===== src/rtl/pci_pkg.sv =====
// Shared types and constants for the clamped-integral PID controller.
// No dependencies; every module of the block imports this package.
package pci_pkg;

  localparam int GAIN_W          = 32;
  localparam int LIM_W           = 9;
  localparam int MEAS_WIDTH_DEF  = 24;
  localparam int FRAC_BITS_DEF   = 24;
  localparam int CFG_IDX_W       = 3;

  localparam logic [GAIN_W-1:0] KP_RESET      = 32'sd25166;
  localparam logic [GAIN_W-1:0] KI_RESET      = 32'sd1678;
  localparam logic [GAIN_W-1:0] KD_RESET      = 32'sd167772;
  localparam logic [LIM_W-1:0]  OUT_MAX_RESET = 9'sd255;
  localparam logic [LIM_W-1:0]  OUT_MIN_RESET = 9'sd100;

  typedef enum logic [CFG_IDX_W-1:0] {
    REG_KP      = 3'd0,
    REG_KI      = 3'd1,
    REG_KD      = 3'd2,
    REG_OUT_MAX = 3'd3,
    REG_OUT_MIN = 3'd4
  } reg_idx_t;

  typedef enum logic {
    CMD_STEP  = 1'b0,
    CMD_CLEAR = 1'b1
  } cmd_t;

  typedef struct packed {
    logic [LIM_W-1:0] out_max;
    logic [LIM_W-1:0] out_min;
  } limits_t;

endpackage


===== src/rtl/pci_integrator.sv =====
// Integrator stage: clamped integral update and the proportional minus
// derivative difference. Depends on pci_pkg.
module pci_integrator import pci_pkg::*; #(
  parameter int FRAC_BITS = FRAC_BITS_DEF,
  parameter int PROD_W    = GAIN_W + MEAS_WIDTH_DEF + 1,
  parameter int INT_W     = FRAC_BITS_DEF + LIM_W
) (
  input  logic                       clk,
  input  logic                       rst,
  input  limits_t                    lim,
  input  logic                       in_valid,
  output logic                       in_ready,
  input  logic                       in_cmd,
  input  logic signed [PROD_W-1:0]   in_pk,
  input  logic signed [PROD_W-1:0]   in_pi,
  input  logic signed [PROD_W-1:0]   in_pd,
  output logic                       out_valid,
  input  logic                       out_ready,
  output logic                       out_cmd,
  output logic signed [INT_W-1:0]    out_integ,
  output logic signed [PROD_W:0]     out_pdiff
);

  localparam int ACC_W = ((PROD_W > INT_W) ? PROD_W : INT_W) + 1;

  logic signed [INT_W-1:0] integral;
  logic signed [ACC_W-1:0] acc;
  logic signed [ACC_W-1:0] hq;
  logic signed [ACC_W-1:0] lq;
  logic signed [ACC_W-1:0] acc_clamped;
  logic signed [INT_W-1:0] integral_next;
  logic                    load;

  assign in_ready = !out_valid || out_ready;
  assign load     = in_valid && in_ready;

  assign acc = ACC_W'(integral) + ACC_W'(in_pi);
  assign hq  = $signed({{(ACC_W-LIM_W){lim.out_max[LIM_W-1]}}, lim.out_max}) <<< FRAC_BITS;
  assign lq  = $signed({{(ACC_W-LIM_W){lim.out_min[LIM_W-1]}}, lim.out_min}) <<< FRAC_BITS;

  // With inverted limits the result is the upper limit if acc exceeds it, else the lower limit
  always_comb begin
    if (acc > hq) begin
      acc_clamped = hq;
    end else if (acc < lq) begin
      acc_clamped = lq;
    end else begin
      acc_clamped = acc;
    end
  end

  assign integral_next = (in_cmd == CMD_CLEAR) ? '0 : acc_clamped[INT_W-1:0];

  always_ff @(posedge clk) begin
    if (rst) begin
      out_valid <= 1'b0;
      integral  <= '0;
    end else begin
      if (in_ready) begin
        out_valid <= in_valid;
      end
      if (load) begin
        integral <= integral_next;
      end
    end
  end

  always_ff @(posedge clk) begin
    if (load) begin
      out_cmd   <= in_cmd;
      out_integ <= integral_next;
      out_pdiff <= (PROD_W+1)'(in_pk) - (PROD_W+1)'(in_pd);
    end
  end

`ifndef ASSERT_OFF
  a_clear_zeroes_integral: assert property (@(posedge clk) disable iff (rst)
    (load && in_cmd == CMD_CLEAR) |=> (integral == '0))
    else $error("integral not cleared by clear item");
  a_item_moves_on: assert property (@(posedge clk) disable iff (rst)
    load |=> out_valid)
    else $error("item lost in integrator stage");
`endif

endmodule


===== config.mk =====
export PLATFORM = sky130hd
export DESIGN_NAME = pci_integrator
export DESIGN_NICKNAME = d
export VERILOG_FILES = /design/src/rtl/pci_pkg.sv /design/src/rtl/pci_integrator.sv
export SDC_FILE = /design/constraint.sdc
export NUM_CORES = 1
export LEC_CHECK = 0
export BUFFER_PORTS_ARGS = -buffer_cell sky130_fd_sc_hd__buf_2
export CORE_UTILIZATION = 51
export CTS_CLUSTER_SIZE = 30
export DETAILED_ROUTE_END_ITERATION = 6
export HOLD_SLACK_MARGIN = 0.05
export PLACE_DENSITY = 0.83
export SETUP_SLACK_MARGIN = 0.02
export SLEW_MARGIN = 20
export SYNTH_ARGS = -nofsm -noshare
export SYNTH_HDL_FRONTEND = slang
export SYNTH_SLANG_ARGS = --single-unit

===== constraint.sdc =====
create_clock -name clk -period 8.3 [get_ports clk]
set_input_delay 1.66 -clock clk [delete_from_list [all_inputs] [get_ports clk]]
set_output_delay 1.66 -clock clk [all_outputs]
set_load 0.01 [all_outputs]

==> impl_metrics.ini <==
[synth]
synth_area_leader_cell = edfxtp_1
ys_seq_area_frac = 0.269
synthTopCellsByArea = edfxtp_1, ha_1, a21oi_1
yosysWarnings = 0
yosysUniqueCellTypes = 80
synth_area_um2 = 12800
synthArstFlopShare = 0
ys_seq_elements = 126
avgSynthCellArea_um2 = 8.55
synth_edf_count = 92
ys.flop_type = edfxtp_1
synth_nets = 1875
syn_inst = 1498
yosysTopAreaCellShare = 0.216

[setup_path]
crit_fanout = 11
worstPathArrival_ns = 8.27
worstSetupPathType = in2reg
required_ns = 8.66
endpoint_kind = flip-flop
cp-start-kind = input port

[finish]
final_common_cell = buf_2
final_cell_mix = buf_2, ha_1, a21oi_1
syn_to_final_growth_pct = 22.7
layout.nets = 2208
drive_gt1_frac = 0.242
final_cells = 2175

[floorplanning]
start_util = 0.524
die_h_um = 160
die_area_um2 = 25800
ios = 288
row_count = 57
core-area_um2 = 24500
die_w_um = 160

[cts]
clkLatencyLatePin_ns = 0.43
clock_sinks = 126
cts-htree-levels = 4
clock-root-buffer = clkbuf_16
path_clk_slew_ns = 0.06
ctsHoldBuffers = 0
cts_max_path_buffers = 2
numCtsBuffers = 17
cts_tree = built

[placement]
place.gp.congestion = 0.979
hpwl_um = 30800
post-place-cells = 2135
port_buffers = 287

[grt]
antenna_found_initial = 7
grt_start_max_net_pins = 88
first_global_vias = 12700
overflow = 0
grtUsageTotal = 0.292
grt_pass1_wl_um = 61300

[route]
ant_nets = 0
dr_total_vias = 13100
drc = 0
totalWireLength_um = 38700
drt_pass1_iterations = 6
vias_per_cell = 6.01
wl_per_cell_um = 17.8
drt_iter0_markers = 854

[timing]
relSlewSlack = 0.304
final-hold-violation-count = 0
post-route-min-period_ns = 7.91
worst_pin_slew_ns = 1.03
fin_skew_ns = 0.0196
setup_violations = 0
rsz0062_at_grt = false
max_freq_ghz = 0.126
post-route-period-util = 0.953
fin_setup_tns_ns = 0
drv_slew = 0

[power]
max-vdd-ir-drop_mv = 0.148
p_leak_nw = 7.52
p_per_area_nw_per_um2 = 181

[run_status]
run_status = finished clean

[min_path]
min_path_type = reg2reg

[flow_run]
maxCapViolations = 0
==> cell usage after synthesis, drive strengths merged (11+ instances only) <==
cell	instances
o211ai	14
inv	119
nor2b	30
nor3	24
and3	27
xnor2	67
a22o	13
and2	11
a211oi	19
a31oi	19
a21o	65
dfxtp	34
edfxtp	92
nand2	94
xor2	26
buf	11
a21oi	140
clkbuf	41
ha	181
o31ai	17
o21ai	100
o21bai	16
nand4	38
nand3	36
nor2	86
nand2b	21
==> logic make-up after synthesis <==
logic type,share of synthesized area
muxes,0.00850
xor gates and xnor gates,0.0636
DFF,0.269
buffers and inverters,0.0522
adders and majority gates,0.180
and+or+nand+nor,0.164
AOI/OAI and AO/OA,0.263
==> state kept, by name (all words and copies together), names as in the netlist <==
register	cells
out_integ	33
out_cmd	1
integral	33
out_valid	1
out_pdiff	58
==> timing repair <==
item	4_1_cts	5_1_grt
gates resized for setup	0	11
endpoints found under the setup margin	0	66
buffers inserted	0	1
==> cell type report <==
class / count / area [um2]
timing repair buffer: 366 / 2050
tap: 324 / 405
antenna: 7 / 17.5
clock inverter: 12 / 120
fill: 1992 / 8740
inverter: 119 / 449
clock buffer: 20 / 489
multi-input combinational: 1201 / 8750
sequential: 126 / 3440
==> metal layers <==
metal,up-vias,GRT usage,wire (um)
li1,6316,-,-
met1,6037,0.351,15800
met2,591,0.496,18300
met3,131,0.0599,2820
met4,2,0.146,1820
met5,-,0,8
==> worst paths after layout <==
kind	from	endpoint	slack, ns	cells past startpoint
max	in_pi[0]	integral[19]	0.39	27
min	integral[8]	integral[8]	0.45	2
max reg2reg	integral[0]	integral[19]	1.41	26
min reg2reg	integral[8]	integral[8]	0.45	2
==> worst max-delay path, stage by stage <==
cell and delay (ns):
buf_2 0.10, ha_1 0.23, fa_1 0.42, a21o_1 0.21, buf_4 0.15, a221o_1 0.36
nand4_1 0.18, a31o_2 0.22, o211ai_1 0.11, nand3_1 0.10, nand2b_1 0.14, o2bb2ai_1 0.20
a21oi_1 0.21, xnor2_1 0.13, ha_1 0.32, nand4_1 0.18, nor4_4 0.35, nand4_1 0.22
a2111oi_2 0.25, nand4_1 0.12, or4b_1 0.50, or4_1 0.52, or4_4 0.53, buf_12 0.17
a211oi_2 0.30, buf_4 0.23, a22o_1 0.15
==> per-stage QoR <==
step | hold slack (ns) | total power [W] | area [um2] | util | setup slack (ns)
2_1_floorplan | 0.429 | 0.00163 | 12800 | - | 0.460
3_3_place_gp | 0.442 | 0.00199 | 15000 | 0.615 | -0.0844
3_5_place_dp | 0.448 | 0.00203 | 15000 | 0.615 | -0.254
4_1_cts | 0.458 | 0.00283 | 15600 | 0.640 | 0.116
5_1_grt | 0.488 | 0.00300 | 15700 | 0.642 | 0.0308
6_report | 0.454 | 0.00284 | 15700 | 0.643 | 0.390
==> power by group <==
group	switching, W	internal [W]	leakage [nW]
clock network	0.000315	0.000464	0.306
logic	0.000728	0.000538	6.03
registers	0.0000257	0.000770	1.18
(Power assumes the default switching activity.)
