==> config.mk <==
export PLATFORM = sky130hd
export DESIGN_NAME = pci_output
export DESIGN_NICKNAME = d
export VERILOG_FILES = /design/src/rtl/pci_pkg.sv /design/src/rtl/pci_output.sv
export SDC_FILE = /design/constraint.sdc
export NUM_CORES = 1
export LEC_CHECK = 0
export CORE_UTILIZATION = 25
export CTS_CLUSTER_SIZE = 30
export DETAILED_ROUTE_END_ITERATION = 10
export DONT_BUFFER_PORTS = 1
export PLACE_DENSITY = 0.44
export SLEW_MARGIN = 0
export SYNTH_ARGS = -nofsm -noshare
export SYNTH_HDL_FRONTEND = slang
export SYNTH_SLANG_ARGS = --single-unit
==> constraint.sdc <==
create_clock -name clk -period 10.1 [get_ports clk]
set_input_delay 1.01 -clock clk [delete_from_list [all_inputs] [get_ports clk]]
set_output_delay 1.01 -clock clk [all_outputs]
set_load 0.02 [all_outputs]
==> src/rtl/pci_pkg.sv <==
// Shared types and constants for the clamped-integral PID controller.
// No dependencies; every module of the block imports this package.
package pci_pkg;

  localparam int GAIN_W          = 32;
  localparam int LIM_W           = 9;
  localparam int MEAS_WIDTH_DEF  = 24;
  localparam int FRAC_BITS_DEF   = 24;
  localparam int CFG_IDX_W       = 3;

  localparam logic [GAIN_W-1:0] KP_RESET      = 32'sd25166;
  localparam logic [GAIN_W-1:0] KI_RESET      = 32'sd1678;
  localparam logic [GAIN_W-1:0] KD_RESET      = 32'sd167772;
  localparam logic [LIM_W-1:0]  OUT_MAX_RESET = 9'sd255;
  localparam logic [LIM_W-1:0]  OUT_MIN_RESET = 9'sd100;

  typedef enum logic [CFG_IDX_W-1:0] {
    REG_KP      = 3'd0,
    REG_KI      = 3'd1,
    REG_KD      = 3'd2,
    REG_OUT_MAX = 3'd3,
    REG_OUT_MIN = 3'd4
  } reg_idx_t;

  typedef enum logic {
    CMD_STEP  = 1'b0,
    CMD_CLEAR = 1'b1
  } cmd_t;

  typedef struct packed {
    logic [LIM_W-1:0] out_max;
    logic [LIM_W-1:0] out_min;
  } limits_t;

endpackage

==> src/rtl/pci_output.sv <==
// Output stage: final sum, clamp, truncation toward zero and drive register.
// Depends on pci_pkg.
module pci_output import pci_pkg::*; #(
  parameter int FRAC_BITS = FRAC_BITS_DEF,
  parameter int PROD_W    = GAIN_W + MEAS_WIDTH_DEF + 1,
  parameter int INT_W     = FRAC_BITS_DEF + LIM_W
) (
  input  logic                     clk,
  input  logic                     rst,
  input  limits_t                  lim,
  input  logic                     in_valid,
  output logic                     in_ready,
  input  logic                     in_cmd,
  input  logic signed [INT_W-1:0]  in_integ,
  input  logic signed [PROD_W:0]   in_pdiff,
  output logic                     out_valid,
  input  logic                     out_ready,
  output logic [LIM_W-1:0]         drive
);

  localparam int SUM_W = ((PROD_W + 1 > INT_W) ? PROD_W + 1 : INT_W) + 1;

  logic signed [SUM_W-1:0] sum;
  logic signed [SUM_W-1:0] hq;
  logic signed [SUM_W-1:0] lq;
  logic signed [SUM_W-1:0] sum_clamped;
  logic signed [SUM_W-1:0] bias;
  logic signed [SUM_W-1:0] rounded;
  logic [LIM_W-1:0]        drive_next;
  logic                    load;

  assign in_ready = !out_valid || out_ready;
  assign load     = in_valid && in_ready;

  assign sum = SUM_W'(in_pdiff) + SUM_W'(in_integ);
  assign hq  = $signed({{(SUM_W-LIM_W){lim.out_max[LIM_W-1]}}, lim.out_max}) <<< FRAC_BITS;
  assign lq  = $signed({{(SUM_W-LIM_W){lim.out_min[LIM_W-1]}}, lim.out_min}) <<< FRAC_BITS;

  always_comb begin
    if (sum > hq) begin
      sum_clamped = hq;
    end else if (sum < lq) begin
      sum_clamped = lq;
    end else begin
      sum_clamped = sum;
    end
  end

  // Bias negative values so the arithmetic shift truncates toward zero
  assign bias    = sum_clamped[SUM_W-1] ? SUM_W'((64'sd1 <<< FRAC_BITS) - 64'sd1) : '0;
  assign rounded = sum_clamped + bias;

  assign drive_next = (in_cmd == CMD_CLEAR) ? lim.out_min
                                            : rounded[FRAC_BITS+LIM_W-1:FRAC_BITS];

  always_ff @(posedge clk) begin
    if (rst) begin
      out_valid <= 1'b0;
    end else if (in_ready) begin
      out_valid <= in_valid;
    end
  end

  always_ff @(posedge clk) begin
    if (load) begin
      drive <= drive_next;
    end
  end

`ifndef ASSERT_OFF
  a_clear_emits_min: assert property (@(posedge clk) disable iff (rst)
    (load && in_cmd == CMD_CLEAR) |=> (drive == $past(lim.out_min)))
    else $error("clear item did not emit the lower limit");
`endif

endmodule

==> results.yml, run 1 <==
finish:
  syn2layout_area_growth_pct: 10.54
  antenna_cells: 0
  drive_above_1_share_pct: 8.506
  stdcell_count: 1252
  utilization_pct: 28.37
  finalNetCount: 1183
die:
  ios: 125
  core_sq_um: 26280
  start_util_pct: 25.67
  std_cell_rows: 59
  die-area_sq_um: 27640
  die_w_microns: 166.3
  die_h_microns: 166.3
drt:
  ant_nets: 0
  drt-initial-drc-count: 421
  drc: 10
  viasPerCell: 5.491
  first_pass_iters: 8
  num_vias: 6875
  drt_wl_total_microns: 21590
  avgRoutedWirePerCell_microns: 17.24
synthesis:
  synth-seq-area-share_pct: 4.303
  yosysWarnings: 0
  synthTopCellsByArea: "ha_1 28%, a21oi_1 6.8%, xnor2_1 4.5%"
  synthArstFlopShare_pct: 0
  synth_top_area_share_pct: 27.82
  syn-mean-instance-area_sq_um: 7.528
  yosysTopAreaCell: "ha_1"
  syn_area_sq_um: 6745
  synth-seq-cells: 10
  yosysUniqueCellTypes: 85
  synth_cells: 896
  ys.flop_type: "edfxtp_1"
  syn-num-nets: 1161
  synth-edff-count: 9
min_path:
  hold_path_depth: 2
  hold_class: "register to register"
worst_setup_path:
  critPathBufInv: 2
  crit_top_cell: "a21o_1"
  path_depth: 38
  end_kind: "register"
  r2r_cells: 2
  arrival_ps: 9410
  path_class: "input port to register"
  worstPathRequired_ps: 10030
  crit_fanout: 15
  cp_slowest_cell: "a2111oi_0"
  path_delay_family: "compound AO/OA/AOI/OAI gates"
  startpoint_type: "input port"
  critPathMaxStageDelay_ps: 470
power:
  pwr-share-seq_pct: 7.8
  power_frac_clock_pct: 9.4
  p_sw_share_pct: 51.60
  combPwrFrac_pct: 82.8
  cellInternalPower_uw: 361.2
  p_leak_nw: 3.380
  p_per_area_nw_per_um2: 100.1
  vdd_drop_max_v: 0.00004429
  power_switching_uw: 385.0
placed_design:
  hpwl_microns: 18620
  place_ws_ps: 197.3
  placed_cells: 1247
  routabilityCongestion: 0.8377
  port_buffers: 0
global_routing:
  grt_usage_pct: 15.01
  grt_max_degree: 31
  first_global_vias: 6430
  antenna_found_initial: 0
  grt_overflow: 0
  grt_pass1_wl_microns: 34450
cts:
  ctsHtreeMaxLevel: 1
  clock_path_buffers: 2
  clkLatencyLatePin_ps: 230
  cts_tree: "built"
  cts.clk_slew.worst_paths_ps: 40
  cts_root_buf: "clkbuf_16"
  tritoncts.num_buffers: 3
  cts.sinks: 10
timing:
  max_slew.worst_pin.slew_ps: 1100
  max_freq_mhz: 105.5
  finalHoldViolCount: 0
  fin_crit_ps: 9475
  tns_ps: 0
  relSlewSlack_pct: 26.61
  setup_violations: 0
  finClkSkew_ps: 2.641
  timing.final.ws_setup_ps: 625.4
  period_share_pct: 93.81
  rsz0062_at_grt: "no"
  slew_violations: 0
outcome:
  violations: "design-rule violations"
  status: "finished, violations left"
run:
  cap_violations: 0
-- path summary, 6_finish.rpt --
path,start,to,slack [ps]
max,in_integ[9],drive[8],630
min,out_valid,out_valid,770
max reg2reg,out_valid,drive[4],8710
min reg2reg,out_valid,out_valid,770
-- cells by family after synthesis --
logic type / after synthesis / share of synthesized area, %
AO/OA/AOI/OAI: 322 / 33.24
XOR/XNOR: 47 / 6.103
adder cells (fa/ha/maj): 151 / 28.12
buffers and inverters: 65 / 4.081
flip-flops: 10 / 4.303
multiplexers: 9 / 1.354
AND/OR/NAND/NOR: 292 / 22.80
-- through the flow --
stage / hold WS [ps] / power, mW / instance area, sq um
final: 766.1 / 0.7463 / 7456
after global routing: 794.9 / 0.8304 / 7456
after CTS: 767.0 / 0.7473 / 7430
after detailed placement: 763.2 / 0.6729 / 7351
after global placement: 755.1 / 0.6751 / 7351
after floorplan: 729.0 / 0.5084 / 6745
-- layout make-up --
cell class	count	area, sq um
clock buffer	4	78.83
fill	2898	18820
inverter	40	150.1
multi-input combinational	821	6202
sequential	10	290.3
tap	335	419.2
timing repair buffer	42	315.3
-- placed cells by master, fill, tap and decap left out, drive strengths merged, types with 5 or more instances in the layout --
| cell | instances |
|---|---|
| xor2 | 12 |
| a21boi | 6 |
| o31ai | 9 |
| a31oi | 15 |
| nand2b | 6 |
| a2111oi | 9 |
| nand2 | 61 |
| buf | 42 |
| o2111ai | 10 |
| nor3 | 25 |
| and2 | 6 |
| o21a | 11 |
| edfxtp | 9 |
| or3 | 7 |
| a211o | 5 |
| nor2b | 14 |
| a21o | 38 |
| a211oi | 12 |
| o21bai | 7 |
| inv | 40 |
| mux2i | 8 |
| nand3 | 21 |
| and3 | 25 |
| ha | 150 |
| nor4 | 12 |
| nor2 | 61 |
| and4 | 10 |
| nand4 | 24 |
| a21oi | 91 |
| xnor2 | 35 |
| o211ai | 11 |
| o21ai | 57 |
-- power by group through the flow --
stage,clock [mW],combinational (mW),sequential (mW)
6_report,0.0700,0.618,0.0585
5_1_grt,0.0731,0.698,0.0588
4_1_cts,0.0719,0.617,0.0585
3_5_place_dp,0,0.614,0.0592
3_3_place_gp,0,0.616,0.0593
2_1_floorplan,0,0.450,0.0585
-- Yosys cell counts (5+ instances only) --
cell type    n
o21bai_1     7
a21boi_0     5
nand4_1     24
nand2_1     61
a21oi_1     91
and4_1       9
nor2b_1     14
a2111oi_0    8
a211o_1      5
nand2b_1     6
o21a_1      10
o2111ai_1   10
inv_1       40
or3_1        7
nor3_1      24
ha_1       150
xnor2_1     35
edfxtp_1     9
a211oi_1     9
nor2_1      60
clkbuf_1    15
a31oi_1     13
xor2_1      12
nor4_1      12
o31ai_1      9
nand3_1     21
mux2i_1      8
and3_1      25
o211ai_1    10
a21o_1      38
buf_2        7
o21ai_0     50
-- tightest hold or removal path, delay by kind of cell, from the launching register on --
kind	cells	cell delay (ps)
simple gates	1	250
compound gates	1	100
flops	1	370
-- sequential cells by signal (all words and copies together), names as in the netlist --
signal	cells
out_valid	1
drive	9
-- repair_timing --
item | in CTS | in global routing
endpoints found under the setup margin | 0 | 9
buffers inserted | 0 | 1
hold buffers | 0 | 0
gates resized for setup | 0 | 7
-- per-layer routing --
metal / up-vias / global-route usage [%] / routed length [microns]
li1: 3531 / - / -
met3: 4 / 1.549 / 1060
met5: - / 0 / 0
met4: 0 / 1.127 / 75
met2: 157 / 23.50 / 9204
met1: 3183 / 22.70 / 11250
Note: power is estimated with default switching activity, not from simulation.
==> inputs of run 2 (changes only) <==
- CORE_ASPECT_RATIO: not set -> 0.7
==> run 2 against run 1 <==
  * The run now ends clean
  * Sequential cell count did not move
  * Global-route usage rose by 1.3 points
  * Clock-buffer cell count did not move
  * Clock power rose by 9.0%
  * Wire length rose by 7.2%
  * Utilization rose by 0.42 points
  * Hold slack barely moved
  * Final area rose by 0.60%
  * Die area barely moved
  * Via count fell by 0.15%
  * Register-to-register slack barely moved
  * First-iteration DRC count fell by 3.8%
==> results.yml, run 2 (same netlist as run 1, synthesis figures left out) <==
cts:
  cts_root_buf: "clkbuf_16"
  cts_setup_buffers: 0
  clkLatencyLatePin_ps: 230
  clock_path_buffers: 2
  cts_tree: "built"
  cts.clk_slew.worst_paths_ps: 40
  hold_buffers: 0
  ctsHtreeMaxLevel: 1
  cts.sinks: 10
  tritoncts.num_buffers: 3
power:
  p_per_area_nw_per_um2: 103.5
  p_total_uw: 776.7
  p_leak_nw: 3.387
  vdd_drop_max_v: 0.00004299
worst_setup_path:
  critPathMaxStageDelay_ps: 540
  worstPathRequired_ps: 10080
  cp_slowest_cell: "or4_1"
  startpoint_type: "input port"
  crit_top_cell: "a21o_1"
  arrival_ps: 9480
  critPathBufInv: 2
  path_class: "input port to register"
  crit_fanout: 11
  end_kind: "register"
  path_delay_family: "compound AO/OA/AOI/OAI gates"
finish:
  syn2layout_area_growth_pct: 11.20
  drive_above_1_share_pct: 8.724
  finalNetCount: 1183
  layout_common_cells: "149 x ha_1, 91 x a21oi_1, 61 x nand2_1"
  top_register: "drive"
  multiInputGateArea_sq_um: 6207
  stdcell_count: 1275
  regArea_sq_um: 290.3
  fillers: 2836
  finalInstanceArea_sq_um: 7501
  layout_commonest_cell: "ha_1"
  reg_top3: "drive (9), out_valid (1)"
  largest_reg_flops: 9
drt:
  viasPerCell: 5.384
  first_pass_iters: 5
  drt-initial-drc-count: 405
  ant_nets: 0
  num_vias: 6865
  drc: 0
  drt_wl_total_microns: 23130
  avgRoutedWirePerCell_microns: 18.14
placed_design:
  place_ws_ps: 89.78
  port_buffers: 0
  routabilityCongestion: 0.8527
  hpwl_microns: 20300
  placed_cells: 1270
  placed_area_sq_um: 7386
timing:
  max_slew.worst_pin.slew_ps: 767.1
  relSlewSlack_pct: 47.54
  max_freq_mhz: 105.3
  finClkSkew_ps: 0.7732
  setup_violations: 0
  tns_ps: 0
  slew_violations: 0
  rsz0062_at_grt: "no"
  period_share_pct: 94.00
  finalHoldViolCount: 0
  timing.final.ws_setup_ps: 605.6
  fin_crit_ps: 9494
die:
  die_h_microns: 139.4
  std_cell_rows: 49
  die-area_sq_um: 27650
  start_util_pct: 25.89
  core_sq_um: 26060
  ios: 125
  die_w_microns: 198.3
global_routing:
  grt_max_degree: 30
  grt_usage_pct: 16.36
  antenna_found_initial: 1
  first_global_vias: 6333
  grt_overflow: 0
  grt_pass1_wl_microns: 36140
min_path:
  hold_class: "register to register"
outcome:
  status: "finished clean"
run:
  cap_violations: 0
run 2: cell count changes in the layout (fill, tap and decap cells not counted), moves of 2 or more:
| cell | delta |
|---|---|
| nor3_2 | +2 |
| a2111oi_1 | -2 |
| a2111oi_0 | +2 |
| nor3_1 | -2 |
| a21boi_1 | +2 |
| a21boi_0 | -2 |
run 2: final timing paths:
path | startpoint | endpoint | slack (ps) | depth (start not counted)
max | in_integ[22] | drive[3] | 610 | 38
min | out_valid | out_valid | 770 | 2
max reg2reg | out_valid | drive[5] | 8710 | 2
min reg2reg | out_valid | out_valid | 770 | 2
run 2: per-stage QoR:
step                      util (%)  hold WS, ps
after floorplan                  -        729.0
after global placement       28.35        758.6
after detailed placement     28.35        769.8
after CTS                    28.69        773.9
after global routing         28.78        810.4
final                        28.79        766.3
run 2: area by class of cell:
type	count	area share, %
inverters	40	2.002
well taps	357	5.955
flip-flops and latches	10	3.870
diodes	1	0.03336
repair buffers	42	4.203
multi-input cells	821	82.75
clock buffers	4	1.184
run 2: routing by layer:
layer	track usage, %	vias to the layer above	wire (microns)	share of wire [%]
li1	-	3544	-	-
met1	28.21	3160	13310	58
met5	0	-	0	0
met4	0.4896	0	0	0
met2	21.98	161	8551	37
met3	1.066	0	1273	5.5
run 2: worst register-to-register path, delay by kind of cell (launching register included):
family | cells | cell delay, ps
and+or+nand+nor | 2 | 680
DFF | 1 | 360
run 2: power by group:
group	switching [mW]	internal, mW	leakage [nW]
logic	0.378	0.264	3.25
registers	0.00666	0.0516	0.0961
clock network	0.0170	0.0594	0.0442
run 2: timing repair:
action / CTS / global route
setup endpoints to repair: 0 / 9
resized for setup: 0 / 10
hold endpoints to repair: 0 / 0
